$ cat src/rtl/core/assert_macros.svh
// Assertion macros shared by the RTL of the bus SYN generator.
`ifndef ASSERT_MACROS_SVH
`define ASSERT_MACROS_SVH

// Concurrent check, disabled while reset is asserted.
`define BSG_ASSERT(name, prop, msg) \
    name: assert property (@(posedge i_clk) disable iff (!i_rst_n) prop) else $error(msg);

// Concurrent check that also runs during reset.
`define BSG_ASSERT_ALWAYS(name, prop, msg) \
    name: assert property (@(posedge i_clk) prop) else $error(msg);

`endif

$ cat src/rtl/core/bsg_pkg.sv
// Types, constants and helper functions of the bus SYN generator.
package bsg_pkg;

    localparam int CountW  = 17;
    localparam int CfgIdxW = 4;

    localparam logic [7:0] SYN_BYTE = 8'hAA;

    typedef enum logic [1:0] {
        FUNC_TICK = 2'd0,
        FUNC_RX   = 2'd1,
        FUNC_TX   = 2'd2,
        FUNC_NONE = 2'd3
    } t_func;

    typedef enum logic [CfgIdxW-1:0] {
        REG_SYN_ENABLE     = 4'd0,
        REG_OWN_ADDRESS    = 4'd1,
        REG_BASE_MS        = 4'd2,
        REG_TOLERANCE_MS   = 4'd3,
        REG_ADDR_FACTOR_MS = 4'd4,
        REG_CARRIER_MS     = 4'd5,
        REG_POSTPONE_MS    = 4'd6,
        REG_SERIAL_MS      = 4'd7
    } t_reg_idx;

    localparam logic [7:0] RST_OWN_ADDRESS = 8'd0;
    localparam logic [7:0] RST_BASE_MS     = 8'd40;
    localparam logic [7:0] RST_TOLERANCE   = 8'd10;
    localparam logic [7:0] RST_ADDR_FACTOR = 8'd10;
    localparam logic [7:0] RST_CARRIER_MS  = 8'd2;
    localparam logic [7:0] RST_POSTPONE_MS = 8'd1;
    localparam logic [7:0] RST_SERIAL_MS   = 8'd4;
    localparam logic [CountW-1:0] RST_COUNTDOWN =
        CountW'(RST_BASE_MS + RST_OWN_ADDRESS * RST_ADDR_FACTOR + RST_TOLERANCE);

    typedef struct packed {
        logic [1:0] func;
        logic [7:0] data_byte;
        logic       request_pending;
        logic [7:0] request_address;
    } t_in_item;

    typedef struct packed {
        logic       tx_valid;
        logic [7:0] tx_byte;
        logic       rx_bus_request;
        logic       syn_sent;
        logic       syn_postponed;
    } t_out_item;

    typedef struct packed {
        logic       syn_enable;
        logic [7:0] own_address;
        logic [7:0] base_ms;
        logic [7:0] tol_ms;
        logic [7:0] addr_step_ms;
        logic [7:0] quiet_ms;
        logic [7:0] retry_ms;
        logic [7:0] serialization_ms;
    } t_cfg;

    typedef struct packed {
        logic              syn_active;
        logic [CountW-1:0] countdown_ms;
        logic [7:0]        idle_ms;
        logic              request_sent_flag;
    } t_state;

    // Unique interval: base + address * factor + tolerance, at most 16 bits.
    function automatic logic [CountW-1:0] f_unique(input t_cfg cfg);
        logic [15:0] prod;
        prod = {8'd0, cfg.own_address} * {8'd0, cfg.addr_step_ms};
        return CountW'(prod) + CountW'(cfg.base_ms) + CountW'(cfg.tol_ms);
    endfunction

endpackage

$ cat src/rtl/core/bsg_step.sv
// Per-beat state update and result of the bus SYN generator.
module bsg_step import bsg_pkg::*; (
    input  t_cfg      i_cfg,
    input  t_state    i_state,
    input  t_in_item  i_item,
    output t_state    o_state,
    output t_out_item o_result
);

    logic [CountW-1:0] unique_ms;
    logic [CountW-1:0] reload_tx;
    logic [CountW-1:0] count_dec;
    logic [7:0]        idle_inc;
    t_func             func;

    assign unique_ms = f_unique(i_cfg);
    assign reload_tx = unique_ms + CountW'(i_cfg.serialization_ms);
    assign count_dec = (i_state.countdown_ms != '0) ? i_state.countdown_ms - 1'b1 : '0;
    assign idle_inc  = (i_state.idle_ms != 8'hFF) ? i_state.idle_ms + 8'd1 : 8'hFF;
    assign func      = t_func'(i_item.func);

    always_comb begin
        o_state  = i_state;
        o_result = '0;
        case (func)
            FUNC_TICK: begin
                o_state.idle_ms      = idle_inc;
                o_state.countdown_ms = count_dec;
                if (count_dec == '0 && i_cfg.syn_enable) begin
                    if (idle_inc < i_cfg.quiet_ms) begin
                        o_state.countdown_ms   = CountW'(i_cfg.retry_ms);
                        o_result.syn_postponed = 1'b1;
                    end else begin
                        o_state.syn_active   = 1'b1;
                        o_state.idle_ms      = '0;
                        o_state.countdown_ms = reload_tx;
                        o_result.tx_valid    = 1'b1;
                        o_result.tx_byte     = SYN_BYTE;
                        o_result.syn_sent    = 1'b1;
                    end
                end
            end
            FUNC_RX: begin
                o_state.idle_ms = '0;
                if (i_state.syn_active && i_item.data_byte == SYN_BYTE) begin
                    o_state.countdown_ms = CountW'(i_cfg.base_ms);
                end else begin
                    o_state.syn_active   = 1'b0;
                    o_state.countdown_ms = unique_ms;
                end
                o_result.rx_bus_request   = i_state.request_sent_flag;
                o_state.request_sent_flag = 1'b0;
                // SYN seen with a pending request: claim the bus right away.
                if (i_item.data_byte == SYN_BYTE && i_item.request_pending) begin
                    if (i_item.request_address != SYN_BYTE) begin
                        o_state.syn_active = 1'b0;
                    end
                    o_state.countdown_ms      = reload_tx;
                    o_state.request_sent_flag = 1'b1;
                    o_result.tx_valid         = 1'b1;
                    o_result.tx_byte          = i_item.request_address;
                end
            end
            FUNC_TX: begin
                o_state.idle_ms = '0;
                if (i_item.data_byte != SYN_BYTE) begin
                    o_state.syn_active = 1'b0;
                end
                o_state.countdown_ms = reload_tx;
                o_result.tx_valid    = 1'b1;
                o_result.tx_byte     = i_item.data_byte;
            end
            default: begin
            end
        endcase
    end

endmodule

$ cat src/rtl/core/bus_syn_generator_unit.sv
// Top level of the bus SYN generator: beat registers, state and config registers.
// Each input beat (millisecond tick, received byte or host byte) is taken into
// an input register and produces exactly one result beat in the result register,
// where the whole state update is one pass of short logic around an 8x8
// multiply for the unique interval. A new beat is accepted every cycle while
// the result register drains; a stalled result holds the input register, so
// throughput is one beat per clock while results are taken. Configuration
// writes are taken only while no beat sits in the input register; writing
// syn_enable from 0 to 1 reloads the countdown, and any write to one of the
// other seven registers with generation enabled realigns the timer.
`include "assert_macros.svh"

module bus_syn_generator_unit import bsg_pkg::*; (
    input  logic               i_clk,
    input  logic               i_rst_n,
    input  logic               i_in_valid,
    output logic               o_in_ready,
    input  t_in_item           i_in_data,
    output logic               o_out_valid,
    input  logic               i_out_ready,
    output t_out_item          o_out_data,
    input  logic               i_cfg_valid,
    output logic               o_cfg_ready,
    input  logic [CfgIdxW-1:0] i_cfg_index,
    input  logic [7:0]         i_cfg_data
);

    logic      r_in_valid;
    t_in_item  r_in;
    logic      r_out_valid;
    t_out_item r_out;
    t_out_item n_out;
    t_cfg      r_cfg;
    t_cfg      n_cfg;
    t_state    r_state;
    t_state    n_state;
    t_state    step_state;
    logic      proc;
    logic      cfg_we;
    t_reg_idx  cfg_idx;

    assign proc        = r_in_valid && (!r_out_valid || i_out_ready);
    assign o_in_ready  = !r_in_valid || proc;
    assign o_cfg_ready = !r_in_valid;
    assign cfg_we      = i_cfg_valid && o_cfg_ready;
    assign cfg_idx     = t_reg_idx'(i_cfg_index);
    assign o_out_valid = r_out_valid;
    assign o_out_data  = r_out;

    bsg_step u_step (
        .i_cfg    (r_cfg),
        .i_state  (r_state),
        .i_item   (r_in),
        .o_state  (step_state),
        .o_result (n_out)
    );

    // State update of a processed beat, or config write and realign of the timer.
    always_comb begin
        n_cfg   = r_cfg;
        n_state = r_state;
        if (proc) begin
            n_state = step_state;
        end else if (cfg_we) begin
            case (cfg_idx)
                REG_SYN_ENABLE:     n_cfg.syn_enable        = i_cfg_data[0];
                REG_OWN_ADDRESS:    n_cfg.own_address       = i_cfg_data;
                REG_BASE_MS:        n_cfg.base_ms           = i_cfg_data;
                REG_TOLERANCE_MS:   n_cfg.tol_ms            = i_cfg_data;
                REG_ADDR_FACTOR_MS: n_cfg.addr_step_ms      = i_cfg_data;
                REG_CARRIER_MS:     n_cfg.quiet_ms          = i_cfg_data;
                REG_POSTPONE_MS:    n_cfg.retry_ms          = i_cfg_data;
                REG_SERIAL_MS:      n_cfg.serialization_ms  = i_cfg_data;
                default: begin
                end
            endcase
            if (cfg_idx == REG_SYN_ENABLE) begin
                if (i_cfg_data[0] && !r_cfg.syn_enable) begin
                    n_state.countdown_ms = f_unique(r_cfg);
                    n_state.syn_active   = 1'b0;
                end
            end else if (i_cfg_index < CfgIdxW'(8) && r_cfg.syn_enable) begin
                n_state.idle_ms = '0;
                if (r_state.syn_active) begin
                    n_state.countdown_ms = CountW'(n_cfg.base_ms);
                end else begin
                    n_state.countdown_ms = f_unique(n_cfg);
                end
            end
        end
    end

    always_ff @(posedge i_clk) begin
        if (!i_rst_n) begin
            r_in_valid  <= 1'b0;
            r_out_valid <= 1'b0;
            r_cfg       <= '{syn_enable: 1'b0, own_address: RST_OWN_ADDRESS,
                             base_ms: RST_BASE_MS, tol_ms: RST_TOLERANCE,
                             addr_step_ms: RST_ADDR_FACTOR,
                             quiet_ms: RST_CARRIER_MS,
                             retry_ms: RST_POSTPONE_MS,
                             serialization_ms: RST_SERIAL_MS};
            r_state     <= '{syn_active: 1'b0, countdown_ms: RST_COUNTDOWN,
                             idle_ms: 8'd0, request_sent_flag: 1'b0};
        end else begin
            r_cfg   <= n_cfg;
            r_state <= n_state;
            if (o_in_ready) begin
                r_in_valid <= i_in_valid;
            end
            // Load a result on processing, drop it once taken.
            if (proc) begin
                r_out_valid <= 1'b1;
            end else if (i_out_ready) begin
                r_out_valid <= 1'b0;
            end
        end
    end

    always_ff @(posedge i_clk) begin
        if (o_in_ready && i_in_valid) begin
            r_in <= i_in_data;
        end
        if (proc) begin
            r_out <= n_out;
        end
    end

    `BSG_ASSERT(a_syn_is_tx, r_out_valid |-> (!r_out.syn_sent || (r_out.tx_valid && r_out.tx_byte == SYN_BYTE)), "SYN flag without SYN byte")
    `BSG_ASSERT(a_sent_xor_post, r_out_valid |-> !(r_out.syn_sent && r_out.syn_postponed), "SYN sent and postponed together")
    `BSG_ASSERT(a_hold_input, (r_in_valid && !proc) |=> (r_in_valid && $stable(r_in)), "stalled input beat lost")
    `BSG_ASSERT_ALWAYS(a_cfg_idle, (i_rst_n && cfg_we) |-> !proc, "config write during processing")

endmodule

$ cat config.mk
export PLATFORM = sky130hd
export DESIGN_NAME = bus_syn_generator_unit
export DESIGN_NICKNAME = d
export VERILOG_FILES = /design/src/rtl/core/bsg_pkg.sv /design/src/rtl/core/bsg_step.sv /design/src/rtl/core/bus_syn_generator_unit.sv
export VERILOG_INCLUDE_DIRS = /design/src /design/src/rtl/core
export SDC_FILE = /design/constraint.sdc
export NUM_CORES = 1
export LEC_CHECK = 0
export BUFFER_PORTS_ARGS = -buffer_cell sky130_fd_sc_hd__clkbuf_2
export CAP_MARGIN = 20
export CORE_UTILIZATION = 25
export DETAILED_ROUTE_END_ITERATION = 10
export SETUP_SLACK_MARGIN = 0.1
export SYNTH_ARGS = -nofsm -noshare
export SYNTH_HDL_FRONTEND = slang
export SYNTH_HIERARCHICAL = 1
export SYNTH_SLANG_ARGS = --single-unit
$ cat constraint.sdc
create_clock -name i_clk -period 10.9 [get_ports i_clk]
set_input_delay 0.545 -clock i_clk [delete_from_list [all_inputs] [get_ports i_clk]]
set_output_delay 0.545 -clock i_clk [all_outputs]
set_load 0.01 [all_outputs]
==> summary.txt <==
Outcome: completed
PwrDens: 133 nW/µm²
Crit Path Max Fanout: 19
Worst skew pair latency: 0.44 ns
Num Clock Sinks: 117
Iter 0 DRT Violations: 979
CORE AREA: 60800 µm²
Mapped Area: 15500 µm²
Starting density of the core: 25.5%
Full die area: 62900 µm²
Setup crit end kind: register
Unrepaired setup endpoints after global routing: no
Max clock buf depth: 2
Final Hold Fails: 0
Pleak: 7.78 nW
Fmax: 140 MHz
WS Path Type: register to register
Postcts setup bufs: 0
Worst setup SP type: register
Num ports: 51
FFs w/ async S/R, synth: 0%
Placed cells: 2594
Post-route insts no fill: 2627
Diode count: 0
CTS tree: built
GP Congestion: 0.956
H-tree depth: 4
Hpwl dp: 37700 µm
Crit path from: r_cfg[24]
Nets@finish: 2189
Die Y: 251 µm
Design Power: 2.27 mW
Final setup violation count: 0
Worst r2r src: r_cfg[24]
Syn Nets: 2177
Worst slew margin: 26.4%
Setup_tns: 0 ns
Routed Antenna Nets: 0
WL final: 47800 µm
Standard-cell row count: 90
Largest net degree at the start of global routing: 66
Reg clk slew, reported paths: 0.07 ns
Via count: 13400
GR Util All Layers: 15.2%
CTS Buf Count: 17
Crit path arrival time: 7.53 ns
Max Cap Viol: 0
Cts-stage hold buffer count: 0
Post-synth EDFFs: 31
Post-Synthesis Cells: 1820
Syn avg cell area: 8.50 µm²
Slew @ Worst Pin: 1.07 ns
GRT overflow: 0
Drt pass-1 iters: 9
Number of antenna violations at the first check in global routing: 0
Fin. max-slew vios: 0
Post-Route Skew: 0.0113 ns
Number of gates resized after CTS: 0
Vias in the first global route: 13400
Root Driver: clkbuf_16
Seq cells post-synth: 117
DR vias/cell: 5.12
Drt drc: 0
CP required: 11.26 ns
Post-synth top flop: dfxtp_1
First-pass GRT wire length: 75500 µm
Synth warnings: 6
Die width: 251 µm
Tcrit/Tclk final: 65.7%
Synth cell types: 92
Port bufs: 50
Share of layout cells above drive strength 1: 9.16%
Per-cell routed wire length: 18.2 µm
Clock period minus worst slack: 7.16 ns
Area growth syn-to-layout: 10.7%
Sequential area share after synthesis: 17.1%
Hold path start: i_in_data[17]
Hold Crit Class: input port to register
Peak VDD IR: 0.104 mV
==> metal layers <==
| layer | up-vias | track usage (%) | share of wire [%] |
|---|---|---|---|
| met1 | 6658 | 20.4 | 43 |
| met3 | 72 | 1.72 | 6.3 |
| li1 | 6234 | - | - |
| met5 | - | 0 | 0 |
| met4 | 0 | 4.73 | 2.4 |
| met2 | 481 | 25.4 | 48 |
==> cells by family after synthesis <==
| logic type | synth area share (%) |
|---|---|
| compound gates | 16.1 |
| xor+xnor | 3.17 |
| fa+ha+maj | 33.3 |
| buf+inv | 8.01 |
| flops | 17.1 |
| mux | 3.82 |
| simple gates | 18.5 |
==> per-stage QoR <==
step / cell area, µm² / util, % / worst slack (ns) / hold slack, ns
after CTS: 17100 / 28.2 / 3.86 / 0.268
final: 17100 / 28.2 / 3.74 / 0.282
after detailed placement: 16500 / 27.2 / 3.75 / 0.465
after global routing: 17100 / 28.2 / 3.35 / 0.266
after floorplan: 15500 / - / 4.87 / 0.442
after global placement: 16500 / 27.2 / 3.78 / 0.451
==> placed cells by master (no fill, tap or decap), drive strengths merged, types with 7 or more instances in the layout <==
master	instances
o21ai	62
buf	23
and2	66
clkbuf	67
nor3	31
nand3	24
mux2i	51
a31oi	8
xnor2	33
nand4	11
inv	249
o22ai	7
o221ai	11
a22oi	17
edfxtp	31
nor4	12
or2	17
nand2	161
fa	151
a211oi	60
nand2b	27
dfxtp	86
ha	170
nor2	189
nor2b	11
or3	7
xor2	23
a22o	10
a21oi	94
o21bai	7
o31ai	9
o21a	7
o211ai	16
a21o	13
==> layout make-up <==
type	instances	area, µm²
Clock buffer	17	425
Tap cell	782	978
Clock inverter	15	158
Timing Repair Buffer	73	423
Multi-Input combinational cell	1386	11600
Inverter	237	890
Sequential cell	117	2650
Fill cell	6443	43700
==> cell usage after synthesis (5+ instances only) <==
| master | instances | share of area [%] |
|---|---|---|
| nand4_1 | 11 | 0.44 |
| nand2_1 | 161 | 3.9 |
| nor4_1 | 11 | 0.44 |
| fa_1 | 151 | 20 |
| dfxtp_1 | 86 | 11 |
| o22ai_1 | 7 | 0.28 |
| o31ai_1 | 9 | 0.44 |
| xnor2_1 | 33 | 1.9 |
| a22o_2 | 8 | 0.52 |
| o221ai_2 | 6 | 0.58 |
| nor3_1 | 30 | 0.97 |
| a21oi_1 | 94 | 3.0 |
| ha_1 | 170 | 14 |
| nor2_1 | 187 | 4.5 |
| o221ai_1 | 5 | 0.28 |
| o21ai_0 | 60 | 1.9 |
| nand2b_1 | 27 | 1.1 |
| a22oi_1 | 17 | 0.82 |
| and2_1 | 65 | 2.6 |
| and3_1 | 5 | 0.20 |
| mux2i_1 | 50 | 3.2 |
| a21o_1 | 13 | 0.63 |
| o21bai_1 | 7 | 0.34 |
| or3_1 | 5 | 0.20 |
| buf_2 | 8 | 0.26 |
| a31oi_1 | 8 | 0.32 |
| buf_1 | 5 | 0.12 |
| mux2_2 | 6 | 0.44 |
| nand4b_1 | 5 | 0.28 |
| edfxtp_1 | 31 | 6.0 |
| clkbuf_1 | 58 | 1.4 |
| o211ai_1 | 14 | 0.68 |
| or2_2 | 15 | 0.61 |
| o21a_1 | 7 | 0.34 |
| nor2b_1 | 11 | 0.44 |
| a221oi_1 | 5 | 0.28 |
| inv_1 | 237 | 5.7 |
| xor2_1 | 23 | 1.3 |
| a211oi_1 | 59 | 2.9 |
| nand3_1 | 24 | 0.78 |
==> worst max-delay path, cell delays in order, from the launching register on <==
cell	delay [ns]
dfxtp_1	0.79
nand2_1	0.20
fa_1	0.53
inv_1	0.06
fa_1	0.52
fa_1	0.45
fa_1	0.55
inv_1	0.07
fa_1	0.51
inv_1	0.04
ha_1	0.38
a2111oi_0	0.38
o21ai_0	0.27
a41oi_1	0.38
xnor2_1	0.24
nor4_1	0.63
nand4b_1	0.20
xnor2_1	0.17
o221ai_2	0.16
a21oi_1	0.09
or3_1	0.33
o22ai_1	0.13
==> power breakdown <==
part	total [mW]	internal (mW)	switching [mW]	leakage [nW]
Combinational	1.19	0.435	0.752	6.49
Sequential	0.503	0.468	0.0346	0.999
Clock	0.581	0.325	0.256	0.288
==> path summary, 6_finish.rpt <==
check	slack [ns]	to	depth (start not counted)
min	0.28	r_in[17]	1
max	3.74	r_state[24]	21
min reg2reg	0.48	r_state[0]	2
max reg2reg	3.74	r_state[24]	21
==> registers in the layout, summed over array words and instances (netlist names) <==
register and flops:
o_out_data 12, r_cfg 57, o_out_valid 1, r_state 27, r_in 19, r_in_valid 1
(Power assumes the default switching activity.)
